$ cat config.mk
export PLATFORM = sky130hd
export DESIGN_NAME = stepper_homing_positioner
export DESIGN_NICKNAME = d
export VERILOG_FILES = /design/src/sv/shp_pkg.sv /design/src/sv/shp_in_stage.sv /design/src/sv/shp_step.sv /design/src/sv/stepper_homing_positioner.sv
export SDC_FILE = /design/constraint.sdc
export NUM_CORES = 1
export LEC_CHECK = 0
export ABC_CLOCK_PERIOD_IN_PS = 22400
export BUFFER_PORTS_ARGS = -buffer_cell sky130_fd_sc_hd__buf_2
export CORE_MARGIN = 4
export CORE_UTILIZATION = 55
export CTS_BUF_LIST = sky130_fd_sc_hd__clkbuf_4
export CTS_CLUSTER_DIAMETER = 60
export DETAILED_ROUTE_END_ITERATION = 7
export MAX_ROUTING_LAYER = met4
export PLACE_DENSITY_LB_ADDON = 0.05
export SLEW_MARGIN = 20
export SYNTH_ARGS = -nofsm -noshare
export SYNTH_HDL_FRONTEND = slang
export SYNTH_SLANG_ARGS = --single-unit
export TNS_END_PERCENT = 20
$ cat constraint.sdc
create_clock -name aclk -period 22.4 [get_ports aclk]
set_input_delay 4.48 -clock aclk [delete_from_list [all_inputs] [get_ports aclk]]
set_output_delay 4.48 -clock aclk [all_outputs]
set_load 0.005 [all_outputs]
$ cat src/sv/shp_pkg.sv
// ---------------------------------------------------------------------------
// shp_pkg
// Shared types, codes and constants of the stepper homing positioner.
// ---------------------------------------------------------------------------
package shp_pkg;

    // item opcodes
    typedef enum logic [1:0] {
        OP_TICK      = 2'd0,
        OP_SET_ANGLE = 2'd1,
        OP_ENABLE    = 2'd2,
        OP_DISABLE   = 2'd3
    } opcode_t;

    // run modes, code 3 behaves like RUN_IDLE
    localparam logic [1:0] RUN_MANUAL = 2'd0;
    localparam logic [1:0] RUN_SWEEP  = 2'd1;
    localparam logic [1:0] RUN_IDLE   = 2'd2;

    // microstep modes
    localparam logic [2:0] MS_NONE = 3'd0;
    localparam logic [2:0] MS_400  = 3'd1;
    localparam logic [2:0] MS_800  = 3'd2;
    localparam logic [2:0] MS_1600 = 3'd3;
    localparam logic [2:0] MS_3200 = 3'd4;

    // configuration register indexes
    localparam logic CFG_MICROSTEP = 1'b0;
    localparam logic CFG_RUN_MODE  = 1'b1;

    localparam int FULL_BASE     = 1600;
    localparam int ANGLE_MAX     = 180;
    localparam int START_PERIOD  = 200;
    localparam int RAMP_INTERVAL = 50;

    // x/9 as (x * DIV9_MUL) >> DIV9_SHIFT, exact for x < 2**15
    localparam int DIV9_MUL   = 29128;
    localparam int DIV9_SHIFT = 18;

    localparam int POS_W    = 13;
    localparam int PERIOD_W = 8;

    typedef struct packed {
        opcode_t    opcode;
        logic [7:0] target_angle;
        logic       sensor_blocked;
    } item_t;

    typedef struct packed {
        logic signed [POS_W-1:0] pos;
        logic signed [POS_W-1:0] target;
        logic [PERIOD_W-1:0]     period;
        logic                    homed;
        logic                    done;
        logic                    dir;
        logic                    pulse;
        logic                    run;
    } state_t;

    function automatic logic signed [POS_W-1:0] full_scale(input logic [2:0] mode);
        logic signed [POS_W-1:0] f;
        unique case (mode)
            MS_400:  f = POS_W'(FULL_BASE / 4);
            MS_800:  f = POS_W'(FULL_BASE / 2);
            MS_1600: f = POS_W'(FULL_BASE);
            MS_3200: f = POS_W'(FULL_BASE * 2);
            default: f = '0;
        endcase
        return f;
    endfunction

endpackage

$ cat src/sv/shp_in_stage.sv
// ---------------------------------------------------------------------------
// shp_in_stage
// Input register of the positioner: holds one accepted item until the
// step logic consumes it.
// ---------------------------------------------------------------------------
module shp_in_stage (
    input  logic           aclk,
    input  logic           aresetn,
    input  logic           s_tvalid,
    output logic           s_tready,
    input  shp_pkg::item_t item_i,
    input  logic           take_i,
    output logic           valid_o,
    output shp_pkg::item_t item_o
);

    logic           valid_reg;
    logic           valid_next;
    shp_pkg::item_t item_reg;

    // a slot frees up in the same cycle the held item is consumed
    assign s_tready   = !valid_reg || take_i;
    assign valid_next = (s_tvalid && s_tready) || (valid_reg && !take_i);

    always_ff @(posedge aclk) begin
        if (!aresetn) begin
            valid_reg <= 1'b0;
        end else begin
            valid_reg <= valid_next;
        end
    end

    always_ff @(posedge aclk) begin
        if (s_tvalid && s_tready) begin
            item_reg <= item_i;
        end
    end

    assign valid_o = valid_reg;
    assign item_o  = item_reg;

endmodule

$ cat src/sv/shp_step.sv
// ---------------------------------------------------------------------------
// shp_step
// Next-state logic for one item: homing, sweep and manual stepping,
// speed ramp and set-angle target computation.
// ---------------------------------------------------------------------------
module shp_step #(
    parameter int  START_PERIOD  = shp_pkg::START_PERIOD,
    parameter int  RAMP_INTERVAL = shp_pkg::RAMP_INTERVAL,
    localparam int RES_W         = (RAMP_INTERVAL > 1) ? $clog2(RAMP_INTERVAL) : 1
) (
    input  shp_pkg::state_t state_i,
    input  logic [RES_W-1:0] res_i,
    input  shp_pkg::item_t  item_i,
    input  logic [2:0]      microstep_mode_i,
    input  logic [1:0]      run_mode_i,
    output shp_pkg::state_t state_o,
    output logic [RES_W-1:0] res_o
);

    localparam int POS_W = shp_pkg::POS_W;

    // residues of fixed positions modulo the ramp interval
    localparam logic [RES_W-1:0] RES_TOP     = RES_W'(RAMP_INTERVAL - 1);
    localparam logic [RES_W-1:0] RES_WRAP_UP =
        RES_W'((RAMP_INTERVAL - (4096 % RAMP_INTERVAL)) % RAMP_INTERVAL);
    localparam logic [RES_W-1:0] RES_WRAP_DN = RES_W'(4095 % RAMP_INTERVAL);
    localparam logic [RES_W-1:0] RES_H400    = RES_W'((shp_pkg::FULL_BASE / 8) % RAMP_INTERVAL);
    localparam logic [RES_W-1:0] RES_H800    = RES_W'((shp_pkg::FULL_BASE / 4) % RAMP_INTERVAL);
    localparam logic [RES_W-1:0] RES_H1600   = RES_W'((shp_pkg::FULL_BASE / 2) % RAMP_INTERVAL);
    localparam logic [RES_W-1:0] RES_H3200   = RES_W'(shp_pkg::FULL_BASE % RAMP_INTERVAL);

    localparam logic signed [POS_W-1:0] POS_MAX = {1'b0, {(POS_W-1){1'b1}}};
    localparam logic signed [POS_W-1:0] POS_MIN = {1'b1, {(POS_W-1){1'b0}}};
    localparam logic [7:0] PERIOD_START = 8'(START_PERIOD);

    logic signed [POS_W-1:0] full;
    logic signed [POS_W-1:0] half;
    logic [RES_W-1:0]        res_half;
    logic                    tick_go;
    logic                    home_now;
    logic                    dir_a;
    logic signed [POS_W-1:0] pos_a;
    logic [RES_W-1:0]        res_a;
    logic signed [POS_W-1:0] pos1;
    logic [RES_W-1:0]        res1;
    logic [7:0]              angle_c;
    logic [11:0]             angle_x20;
    logic [14:0]             scaled;
    logic [29:0]             prod;
    logic signed [POS_W-1:0] target_new;

    assign full = shp_pkg::full_scale(microstep_mode_i);
    assign half = full >>> 1;

    always_comb begin
        unique case (microstep_mode_i)
            shp_pkg::MS_400:  res_half = RES_H400;
            shp_pkg::MS_800:  res_half = RES_H800;
            shp_pkg::MS_1600: res_half = RES_H1600;
            shp_pkg::MS_3200: res_half = RES_H3200;
            default:          res_half = '0;
        endcase
    end

    // homing part of a tick
    assign tick_go  = (item_i.opcode == shp_pkg::OP_TICK) && state_i.run;
    assign home_now = tick_go && !state_i.homed && item_i.sensor_blocked;
    assign dir_a    = (tick_go && !state_i.homed) ? 1'b1 : state_i.dir;
    assign pos_a    = home_now ? half : state_i.pos;
    assign res_a    = home_now ? res_half : res_i;

    // one step in the current direction, residue tracked alongside
    always_comb begin
        if (dir_a) begin
            pos1 = pos_a - POS_W'(1);
            if (pos_a == POS_MIN) begin
                res1 = RES_WRAP_DN;
            end else if (res_a == '0) begin
                res1 = RES_TOP;
            end else begin
                res1 = res_a - RES_W'(1);
            end
        end else begin
            pos1 = pos_a + POS_W'(1);
            if (pos_a == POS_MAX) begin
                res1 = RES_WRAP_UP;
            end else if (res_a == RES_TOP) begin
                res1 = '0;
            end else begin
                res1 = res_a + RES_W'(1);
            end
        end
    end

    // target = angle * full / 180 = angle * 20 * 2**k / 9
    assign angle_c   = (item_i.target_angle > 8'(shp_pkg::ANGLE_MAX)) ?
                       8'(shp_pkg::ANGLE_MAX) : item_i.target_angle;
    assign angle_x20 = {angle_c, 4'b0000} + {2'b00, angle_c, 2'b00};

    always_comb begin
        unique case (microstep_mode_i)
            shp_pkg::MS_400:  scaled = {3'b000, angle_x20};
            shp_pkg::MS_800:  scaled = {2'b00, angle_x20, 1'b0};
            shp_pkg::MS_1600: scaled = {1'b0, angle_x20, 2'b00};
            shp_pkg::MS_3200: scaled = {angle_x20, 3'b000};
            default:          scaled = '0;
        endcase
    end

    assign prod       = 30'(scaled) * 30'(shp_pkg::DIV9_MUL);
    assign target_new = {1'b0, prod[shp_pkg::DIV9_SHIFT +: POS_W-1]};

    always_comb begin
        state_o = state_i;
        res_o   = res_i;
        unique case (item_i.opcode)
            shp_pkg::OP_TICK: begin
                if (state_i.run) begin
                    state_o.pulse = ~state_i.pulse;
                    state_o.dir   = dir_a;
                    state_o.pos   = pos_a;
                    res_o         = res_a;
                    if (!state_i.homed) begin
                        state_o.done = home_now;
                    end
                    if (home_now) begin
                        state_o.homed = 1'b1;
                        state_o.run   = 1'b0;
                    end
                    if (state_i.homed || home_now) begin
                        if (run_mode_i == shp_pkg::RUN_SWEEP) begin
                            state_o.pos = pos1;
                            res_o       = res1;
                            // both flips at once cancel out
                            state_o.dir = dir_a ^ (pos1 >= full) ^ (pos1 == '0);
                        end else if (run_mode_i == shp_pkg::RUN_MANUAL) begin
                            state_o.pos  = pos1;
                            res_o        = res1;
                            state_o.done = 1'b0;
                            if (res1 == '0 && state_i.period > 8'd1) begin
                                state_o.period = state_i.period - 8'd1;
                            end
                            if (pos1 == state_i.target) begin
                                state_o.done = 1'b1;
                                state_o.run  = 1'b0;
                            end
                        end
                    end
                end
            end
            shp_pkg::OP_SET_ANGLE: begin
                if (run_mode_i == shp_pkg::RUN_MANUAL) begin
                    state_o.target = target_new;
                    if (target_new > state_i.pos) begin
                        state_o.dir    = 1'b0;
                        state_o.run    = 1'b1;
                        state_o.period = PERIOD_START;
                    end else if (target_new < state_i.pos) begin
                        state_o.dir    = 1'b1;
                        state_o.run    = 1'b1;
                        state_o.period = PERIOD_START;
                    end else begin
                        state_o.run = 1'b0;
                    end
                end
            end
            shp_pkg::OP_ENABLE: begin
                state_o.run    = 1'b1;
                state_o.period = PERIOD_START;
            end
            shp_pkg::OP_DISABLE: begin
                state_o.run = 1'b0;
            end
            default: begin
                state_o = state_i;
            end
        endcase
    end

endmodule

$ cat src/sv/stepper_homing_positioner.sv
// ---------------------------------------------------------------------------
// stepper_homing_positioner
// Stepper position controller with homing, sweep and manual positioning.
// ---------------------------------------------------------------------------
//   channel   direction  signals                          contents
//   s_        in         s_tvalid/s_tready/s_tdata/s_tuser tick or command
//   m_        out        m_tvalid/m_tready/m_tdata        state after the item
//   cfg_      in         cfg_we/cfg_addr/cfg_wdata        microstep, run mode
//
// one item per clock sustained while results are taken; each item passes
// through registers in order: the input transfer loads the input register,
// then the step logic loads the result register
// the state registers update when the step logic consumes an item
// a stalled result holds the result register; one more item waits in the
// input register, after which s_tready drops
// aresetn is synchronous, active low
// ---------------------------------------------------------------------------
module stepper_homing_positioner #(
    parameter int START_PERIOD  = shp_pkg::START_PERIOD,
    parameter int RAMP_INTERVAL = shp_pkg::RAMP_INTERVAL
) (
    input  logic        aclk,
    input  logic        aresetn,
    // [7:0] target_angle, [8] sensor_blocked
    input  logic [15:0] s_tdata,
    // [1:0] opcode
    input  logic [1:0]  s_tuser,
    input  logic        s_tvalid,
    output logic        s_tready,
    // [12:0] position, [13] direction, [14] pulse_level, [15] finished,
    // [16] homed, [17] running, [25:18] step_period
    output logic [31:0] m_tdata,
    output logic        m_tvalid,
    input  logic        m_tready,
    input  logic        cfg_we,
    input  logic        cfg_addr,
    input  logic [2:0]  cfg_wdata
);

    localparam int RES_W = (RAMP_INTERVAL > 1) ? $clog2(RAMP_INTERVAL) : 1;

    shp_pkg::item_t  in_item;
    shp_pkg::item_t  cur_item;
    logic            cur_valid;
    logic            fire;

    shp_pkg::state_t state_reg;
    shp_pkg::state_t state_next;
    logic [RES_W-1:0] res_reg;
    logic [RES_W-1:0] res_next;

    logic [2:0]  microstep_mode_reg;
    logic [1:0]  run_mode_reg;

    logic        m_valid_reg;
    logic        m_valid_next;
    logic [31:0] m_data_reg;

    assign in_item.opcode         = shp_pkg::opcode_t'(s_tuser);
    assign in_item.target_angle   = s_tdata[7:0];
    assign in_item.sensor_blocked = s_tdata[8];

    shp_in_stage u_in_stage (
        .aclk     (aclk),
        .aresetn  (aresetn),
        .s_tvalid (s_tvalid),
        .s_tready (s_tready),
        .item_i   (in_item),
        .take_i   (fire),
        .valid_o  (cur_valid),
        .item_o   (cur_item)
    );

    shp_step #(
        .START_PERIOD  (START_PERIOD),
        .RAMP_INTERVAL (RAMP_INTERVAL)
    ) u_step (
        .state_i          (state_reg),
        .res_i            (res_reg),
        .item_i           (cur_item),
        .microstep_mode_i (microstep_mode_reg),
        .run_mode_i       (run_mode_reg),
        .state_o          (state_next),
        .res_o            (res_next)
    );

    assign fire         = cur_valid && (!m_valid_reg || m_tready);
    assign m_valid_next = fire || (m_valid_reg && !m_tready);

    always_ff @(posedge aclk) begin
        if (!aresetn) begin
            microstep_mode_reg <= shp_pkg::MS_1600;
            run_mode_reg       <= shp_pkg::RUN_IDLE;
        end else if (cfg_we) begin
            unique case (cfg_addr)
                shp_pkg::CFG_MICROSTEP: microstep_mode_reg <= cfg_wdata;
                shp_pkg::CFG_RUN_MODE:  run_mode_reg       <= cfg_wdata[1:0];
                default:                run_mode_reg       <= run_mode_reg;
            endcase
        end
    end

    always_ff @(posedge aclk) begin
        if (!aresetn) begin
            state_reg.pos    <= '0;
            state_reg.target <= '0;
            state_reg.period <= 8'(START_PERIOD);
            state_reg.homed  <= 1'b0;
            state_reg.done   <= 1'b0;
            state_reg.dir    <= 1'b0;
            state_reg.pulse  <= 1'b0;
            state_reg.run    <= 1'b1;
            res_reg          <= '0;
            m_valid_reg      <= 1'b0;
        end else begin
            if (fire) begin
                state_reg <= state_next;
                res_reg   <= res_next;
            end
            m_valid_reg <= m_valid_next;
        end
    end

    always_ff @(posedge aclk) begin
        if (fire) begin
            m_data_reg <= {6'b000000, state_next.period, state_next.run, state_next.homed,
                           state_next.done, state_next.pulse, state_next.dir,
                           state_next.pos};
        end
    end

    assign m_tvalid = m_valid_reg;
    assign m_tdata  = m_data_reg;

endmodule

==> PnR_summary.wiki, run 1 <==
{| class="wikitable"
! Metric !! Value
|-
| Clock H-tree levels || 3
|-
| Peak ir drop on the vdd network || between 0.00015 and 0.0002 V
|-
| Horizontal die dimension || between 100 and 150 µm
|-
| Clock Tree Buf Depth || 2
|-
| Main combinational cell family by area after synthesis || adder cells
|-
| Post-synth EDFFs || 37
|-
| Xor/xnor share of the synthesized area || 0.0464
|-
| Clock insertion delay at the later pin of the skew report || ~500 ps
|-
| First-iteration detailed-routing DRC count || roughly 660
|-
| Highest-delay cell along the critical path || sky130_fd_sc_hd__fa_1
|-
| Via count || 7434
|-
| Clock tree from TritonCTS || done
|-
| Footprint of the multi-input gates || 6150 µm²
|-
| Area of the mapped netlist || ~9000 µm²
|-
| Worst flop-to-flop path startpoint || u_in_stage.item_o[2]$_DFFE_PP_
|-
| Die outline area || approximately 18000 µm²
|-
| Number of hold violations in the final report || 0
|-
| Area of the core || roughly 16000 µm²
|-
| Crit-path leading delay family || compound AO/OA/AOI/OAI gates
|-
| Type of the setup path with the least slack || reg -> reg
|-
| Arithmetic-cell share of the synthesized area counting full adders, half adders and majority gates || 0.241
|-
| Count of buffers added by post-CTS timing repair for setup || 0
|-
| Crit path time final || a little over 10000 ps
|-
| Die height || roughly 140 µm
|-
| Post-synth top area cell || sky130_fd_sc_hd__ha_1
|-
| Number of buffers added by the clock tree synthesis step || 9
|-
| Residual DRC || 0
|-
| Via-to-Cell Ratio || between 5 and 6
|-
| Yosys top cell area share || 0.162
|-
| Portion of netlist area occupied by mux cells || 0.0210
|-
| Std-Cell Rows || 46
|-
| GRT Total Usage || 0.258
|-
| Count of distinct cell types in the synthesized netlist || 96
|-
| Register bit total from synthesis || 88
|-
| Pin slew with the least headroom to its limit || 891 ps
|-
| Final-stage net count || roughly 1200
|-
| Post-route antenna net violation count || 0
|-
| Worst clock skew on the final layout || 43.5 ps
|-
| Worst min-delay path class || reg -> reg
|-
| Crit path required time || 22850 ps
|-
| Run status || finished clean
|-
| WP buf/inv || 5
|-
| Share of the yosys chip area belonging to registers || 0.238
|-
| Area delta synth->final || 5.42%
|-
| Mean post-synth cell area || 8.61 µm²
|-
| Final Cycle Share || 0.454
|-
| Predominant post-synthesis flop cell || sky130_fd_sc_hd__dfxtp_1
|-
| Number of max-slew violations in the final report || 0
|-
| Beginning of the worst hold path || state_reg[22]$_SDFFE_PN0P_
|-
| Leading cell types by total area after synthesis || sky130_fd_sc_hd__ha_1 16%, sky130_fd_sc_hd__edfxtp_1 12%, sky130_fd_sc_hd__dfxtp_1 11%
|-
| Worst max-slew margin expressed relative to the limit || 0.401
|-
| Setup repair after global routing missed its margin || false
|-
| Detail-routed net length per standard cell || between 15 and 20 µm
|-
| Quantity of I/O buffers inserted on ports || 47
|-
| FF+latch area || between 2000 and 2500 µm²
|-
| Largest stage delay on the critical path || 560 ps
|-
| Leak || about 4.2 nW
|-
| Initial core utilization || 0.562
|-
| RD Place Congestion || 0.955
|-
| Pwr Density || 150 nW/µm²
|-
| Kind of start point of the critical path || flop
|-
| Setup-violating endpoint count in the final report || 0
|-
| Largest net degree at the start of global routing || 38
|-
| Most frequent cell after synthesis || sky130_fd_sc_hd__ha_1
|-
| Number of fill cells || around 1500
|-
| Number of antenna violations at the first check in global routing || 1
|-
| Fraction of layout instances using a drive strength above 1 || 0.101
|-
| Number of gates given a new drive strength after cts || 0
|-
| Worst setup startpoint || u_in_stage.item_o[2]$_DFFE_PP_
|-
| Clock sink count || a little under 90
|-
| DP HPWL || between 15000 and 20000 µm
|-
| Total chip power || around 1.4 mW
|-
| Vias in the first global route || between 7000 and 8000
|-
| First-pass GRT wire length || roughly 37000 µm
|-
| Area share of and/or/nand/nor cells after synthesis || 0.179
|-
| Max FFs per register || 38
|-
| Sum of negative setup slack || 0 ps
|-
| Total congestion overflow || 0
|-
| Max_cap viols || 0
|-
| Fraction of registers with async set or reset after synthesis || 0
|-
| Root buf cell || sky130_fd_sc_hd__clkbuf_4
|-
| Number of buffers inserted by hold repair at cts || 0
|-
| Capturing element type of the critical path || flop
|-
| Warning count from the yosys run || 0
|-
| DRT Wirelength || 22100 µm
|-
| Syn Inst Count || about 1000
|-
| Number of I/O pins || 61
|-
| Maximum clock rate || between 0.09 and 0.1 GHz
|-
| Synth Area in Compound Gates || 0.197
|-
| Commonest cells in the synthesized netlist || 116 x sky130_fd_sc_hd__ha_1, 108 x sky130_fd_sc_hd__inv_1, 94 x sky130_fd_sc_hd__nand2_1
|-
| Clock transition time at the flip-flop clock pins of the worst setup and hold paths || roughly 170 ps
|-
| Data arrival time of the worst path || 10620 ps
|-
| Count of TritonRoute iterations in the first routing pass || 5
|-
| Largest fanout on the critical path || 10
|}
==> through the flow <==
stage | hold WS [ps] | setup WS (ps) | cells | cell area [µm²] | utilization
5_1_grt | 496 | 11360 | 1286 | 9440 | 0.592
3_5_place_dp | 464 | 12290 | 1268 | 9260 | 0.581
2_1_floorplan | 445 | 13070 | 1045 | 8970 | -
4_1_cts | 486 | 12230 | 1284 | 9440 | 0.592
3_3_place_gp | 463 | 12230 | 1268 | 9260 | 0.581
6_report | 488 | 12240 | 1286 | 9440 | 0.592
==> layout by cell type, fill, tap and decap left out, types with 6 or more instances in the layout <==
cell type and instances:
sky130_fd_sc_hd__a211o_1 6, sky130_fd_sc_hd__a211oi_1 10, sky130_fd_sc_hd__a21o_1 18, sky130_fd_sc_hd__a21oi_1 66, sky130_fd_sc_hd__a22oi_1 10, sky130_fd_sc_hd__a31oi_1 6, sky130_fd_sc_hd__and2_1 10, sky130_fd_sc_hd__buf_2 47
sky130_fd_sc_hd__buf_4 7, sky130_fd_sc_hd__clkbuf_4 9, sky130_fd_sc_hd__conb_1 6, sky130_fd_sc_hd__dfxtp_1 51, sky130_fd_sc_hd__edfxtp_1 37, sky130_fd_sc_hd__fa_1 35, sky130_fd_sc_hd__ha_1 116, sky130_fd_sc_hd__inv_1 108
sky130_fd_sc_hd__mux2i_1 15, sky130_fd_sc_hd__nand2_1 94, sky130_fd_sc_hd__nand2b_1 12, sky130_fd_sc_hd__nand3_1 21, sky130_fd_sc_hd__nand4_1 12, sky130_fd_sc_hd__nor2_1 85, sky130_fd_sc_hd__nor2b_1 8, sky130_fd_sc_hd__nor3_1 18
sky130_fd_sc_hd__nor4_1 6, sky130_fd_sc_hd__o211ai_1 8, sky130_fd_sc_hd__o21a_1 10, sky130_fd_sc_hd__o21ai_0 61, sky130_fd_sc_hd__o22a_1 6, sky130_fd_sc_hd__or2_2 6, sky130_fd_sc_hd__or3_1 7, sky130_fd_sc_hd__xnor2_1 26
sky130_fd_sc_hd__xor2_1 16
==> worst paths after layout <==
check	endpoint	slack (ps)	cells past startpoint
worst min register to register	state_reg[22]$_SDFFE_PN0P_	490	2
worst max register to register	state_reg[8]$_SDFFE_PN1P_	12240	39
worst max-delay path	state_reg[8]$_SDFFE_PN1P_	12240	39
worst min-delay path	state_reg[22]$_SDFFE_PN0P_	490	2
==> final cells by class <==
cell class / instances / area share
Clock inverter: 7 / 0.0119
Timing Repair Buffer: 54 / 0.0305
Tap cell: 216 / 0.0286
Sequential cell: 88 / 0.226
Antenna cell: 2 / 0.000530
Multi-Input combinational cell: 799 / 0.651
Clock buffer: 9 / 0.00716
Inverter: 111 / 0.0441
==> metal layers <==
metal	GRT usage	share of wire	vias up
li1	-	-	3724
met1	0.375	0.49	3479
met2	0.390	0.44	214
met3	0.0323	0.057	17
met4	0.0510	0.013	0
met5	-	0	-
==> cell families (layout without fill, tap and decap cells) <==
logic type	after synthesis	in the layout
simple gates	316	316
buf+inv	158	181
xor+xnor	44	44
flops	88	88
compound gates	263	263
fa+ha+maj	152	152
other cells	1	8
mux	18	18
==> where the power goes <==
group / internal (mW) / switching, mW
Sequential: 0.173 / 0.00594
Clock: 0.0479 / 0.0667
Combinational: 0.492 / 0.632
Total: 0.713 / 0.705
==> worst reg2reg max path, delay by kind of cell (launching register included) <==
kind | cells | cell delay [ps]
xor+xnor | 2 | 460
mux | 1 | 140
compound gates | 18 | 4200
fa+ha+maj | 9 | 3470
simple gates | 4 | 770
flops | 1 | 540
buf+inv | 5 | 570
Power figures use the tool's default switching activity.
==> inputs of run 2 (changes only) <==
ABC_CLOCK_PERIOD_IN_PS = 8550   (was 22400)
clock period = 8.55 ns   (was 22.4 ns; I/O delays follow)
==> run 2 against run 1 <==
Compared with the run above: the run now ends with setup timing left; clock-buffer cell count is 2 higher; die area unchanged; wire length up 6.3%; critical path type unchanged; first-iteration DRC count fell by 21%; critical path depth is 2 higher; sequential share of layout area fell by 2.6 points; global-route usage is 0.85 points higher; flip-flop and latch count unchanged.
==> PnR_summary.wiki, run 2 (synthesis results as in run 1) <==
{| class="wikitable"
! Metric !! Value
|-
| Number of I/O pins || 61 (unchanged)
|-
| Pin slew with the least headroom to its limit || 981 ps (was 891 ps)
|-
| Commonest non-fill, non-tap cell in the layout || sky130_fd_sc_hd__buf_4 (was sky130_fd_sc_hd__ha_1)
|-
| DP HPWL || 18300 µm (was 17500 µm)
|-
| Sum of negative setup slack || -1860 ps (was 0 ps)
|-
| Clock H-tree levels || 3 (unchanged)
|-
| Largest net degree at the start of global routing || 32 (was 38)
|-
| Worst flop-to-flop path startpoint || u_in_stage.item_o[2]$_DFFE_PP_ (unchanged)
|-
| Number of max-slew violations in the final report || 0 (unchanged)
|-
| Worst setup startpoint || u_in_stage.item_o[2]$_DFFE_PP_ (unchanged)
|-
| Initial core utilization || 0.562 (unchanged)
|-
| Residual DRC || 0 (unchanged)
|-
| Worst min-delay path class || reg -> reg (unchanged)
|-
| Clock tree from TritonCTS || done (unchanged)
|-
| Final-stage net count || 1348 (was 1241)
|-
| Count of TritonRoute iterations in the first routing pass || 5 (unchanged)
|-
| Crit path time final || 8740 ps (was 10160 ps)
|-
| Footprint of the multi-input gates || 6630 µm² (was 6150 µm²)
|-
| GRT Total Usage || 0.266 (was 0.258)
|-
| Largest stage delay on the critical path || 550 ps (was 560 ps)
|-
| Number of fill cells || 1342 (was 1501)
|-
| Final cell utilization of the core || 0.671 (was 0.592)
|-
| Die outline area || 18400 µm² (unchanged)
|-
| Total congestion overflow || 0 (unchanged)
|-
| Count of inserted antenna diode cells || 0 (was 2)
|-
| Clock Tree Buf Depth || 2 (unchanged)
|-
| Post-route antenna net violation count || 0 (unchanged)
|-
| Clock transition time at the flip-flop clock pins of the worst setup and hold paths || 140 ps (was 170 ps)
|-
| Quantity of I/O buffers inserted on ports || 47 (unchanged)
|-
| Die height || 136 µm (unchanged)
|-
| Commonest non-fill, non-tap cells in the layout || 110 x sky130_fd_sc_hd__buf_4, 103 x sky130_fd_sc_hd__ha_1, 100 x sky130_fd_sc_hd__inv_1 (was 116 x sky130_fd_sc_hd__ha_1, 108 x sky130_fd_sc_hd__inv_1, 94 x sky130_fd_sc_hd__nand2_1)
|-
| Type of the setup path with the least slack || reg -> reg (unchanged)
|-
| Setup-violating endpoint count in the final report || 16 (was 0)
|-
| Run status || finished, violations left (was finished clean)
|-
| Beginning of the worst hold path || state_reg[14]$_SDFFE_PN0P_ (was state_reg[22]$_SDFFE_PN0P_)
|-
| Horizontal die dimension || 136 µm (unchanged)
|-
| Vias in the first global route || 7511 (was 7036)
|-
| Max FFs per register || 38 (unchanged)
|-
| DRT Wirelength || 23500 µm (was 22100 µm)
|-
| Via-to-Cell Ratio || 5.76 (was 5.78)
|-
| Final cell count without fillers || 1391 (was 1286)
|-
| Max_cap viols || 0 (unchanged)
|-
| Kind of start point of the critical path || flop (unchanged)
|-
| Number of buffers added by the clock tree synthesis step || 9 (unchanged)
|-
| Maximum clock rate || 0.114 GHz (was 0.0984 GHz)
|-
| Failing checks || setup timing
|-
| Detail-routed net length per standard cell || 16.9 µm (was 17.2 µm)
|-
| Placed cell count || 1353 (was 1268)
|-
| Capturing element type of the critical path || flop (unchanged)
|-
| RD Place Congestion || 0.962 (was 0.955)
|-
| First-pass GRT wire length || 38000 µm (was 36600 µm)
|-
| Via count || 8016 (was 7434)
|-
| Area of the core || 15900 µm² (unchanged)
|-
| Tightest hold margin || 479 ps (was 488 ps)
|-
| Clock insertion delay at the later pin of the skew report || 470 ps (was 500 ps)
|-
| Clock sink count || 88 (unchanged)
|-
| Final Cycle Share || 1.02 (was 0.454)
|-
| Fin worst setup slack || -189 ps (was 12240 ps)
|-
| Area delta synth->final || 19.4% (was 5.42%)
|-
| Root buf cell || sky130_fd_sc_hd__clkbuf_4 (unchanged)
|-
| Number of antenna violations at the first check in global routing || 0 (was 1)
|-
| Setup repair after global routing missed its margin || true (was false)
|-
| Crit path required time || 8790 ps (was 22850 ps)
|-
| Number of hold violations in the final report || 0 (unchanged)
|-
| Worst clock skew on the final layout || 11.2 ps (was 43.5 ps)
|-
| FF+latch area || 2130 µm² (unchanged)
|-
| Data arrival time of the worst path || 8980 ps (was 10620 ps)
|-
| Worst max-slew margin expressed relative to the limit || 0.346 (was 0.401)
|-
| Fraction of layout instances using a drive strength above 1 || 0.245 (was 0.101)
|-
| Highest-delay cell along the critical path || sky130_fd_sc_hd__fa_1 (unchanged)
|-
| Largest fanout on the critical path || 4 (was 10)
|-
| First-iteration detailed-routing DRC count || 519 (was 657)
|-
| Std-Cell Rows || 46 (unchanged)
|}
[run 2: cell types whose count changed in the layout (fill, tap and decap cells not counted), moves of 7 or more]
| cell | previous run | this run |
|---|---|---|
| sky130_fd_sc_hd__buf_4 | 7 | 110 |
| sky130_fd_sc_hd__inv_1 | 108 | 100 |
| sky130_fd_sc_hd__ha_1 | 116 | 103 |
| sky130_fd_sc_hd__ha_4 | 0 | 11 |
| sky130_fd_sc_hd__o21ai_0 | 61 | 47 |
| sky130_fd_sc_hd__inv_2 | 2 | 10 |
| sky130_fd_sc_hd__o21ai_2 | 0 | 9 |
| sky130_fd_sc_hd__a21oi_1 | 66 | 59 |
[run 2: cell type report]
type                       instances  area share
clock buffer                      11     0.00772
clock inverter                     5     0.00538
sequential                        88       0.199
multi-input combinational        799       0.620
inverter                         111      0.0390
tap                              216      0.0253
timing repair buffer             161       0.103
[run 2: what timing repair did]
item                       4_1_cts  5_1_grt
setup buffers                   11       11
setup endpoints to repair       20       20
gates cloned                     0        0
gates resized for setup         50       43
hold buffers                     0        0
pin swaps                       51       56
[run 2: final timing paths]
| kind | to | slack (ps) | cells past startpoint |
|---|---|---|---|
| worst max register to register | m_tdata[19]$_DFFE_PP_ | -190 | 41 |
| worst max-delay path | m_tdata[19]$_DFFE_PP_ | -190 | 41 |
| worst min register to register | state_reg[14]$_SDFFE_PN0P_ | 480 | 2 |
| worst min-delay path | state_reg[14]$_SDFFE_PN0P_ | 480 | 2 |
[run 2: metrics by stage]
step                instance area [µm²]  setup WS [ps]
floorplan                          9040           29.9
global placement                   9950           -496
detailed placement                 9950           -563
CTS                               10400           -127
global route                      10700           -550
finish                            10700           -189
[run 2: metal layers]
layer	part of all wire	global-route usage	vias to the layer above
li1	-	-	3946
met1	0.48	0.376	3830
met2	0.46	0.410	208
met3	0.043	0.0308	32
met4	0.020	0.0700	0
met5	0	-	-
[run 2: worst max-delay path: cells and delay by family, from the launching register on]
family	cells	cell delay [ps]
buffers and inverters	8	780
adders and majority gates	9	3360
and+or+nand+nor	5	530
DFF	1	410
xor gates and xnor gates	2	350
AOI/OAI and AO/OA	17	3060
Power of run 2 is left out: the tool's default activity adds up to more than one toggle a clock period on the data nets, which glitch-free logic cannot reach.
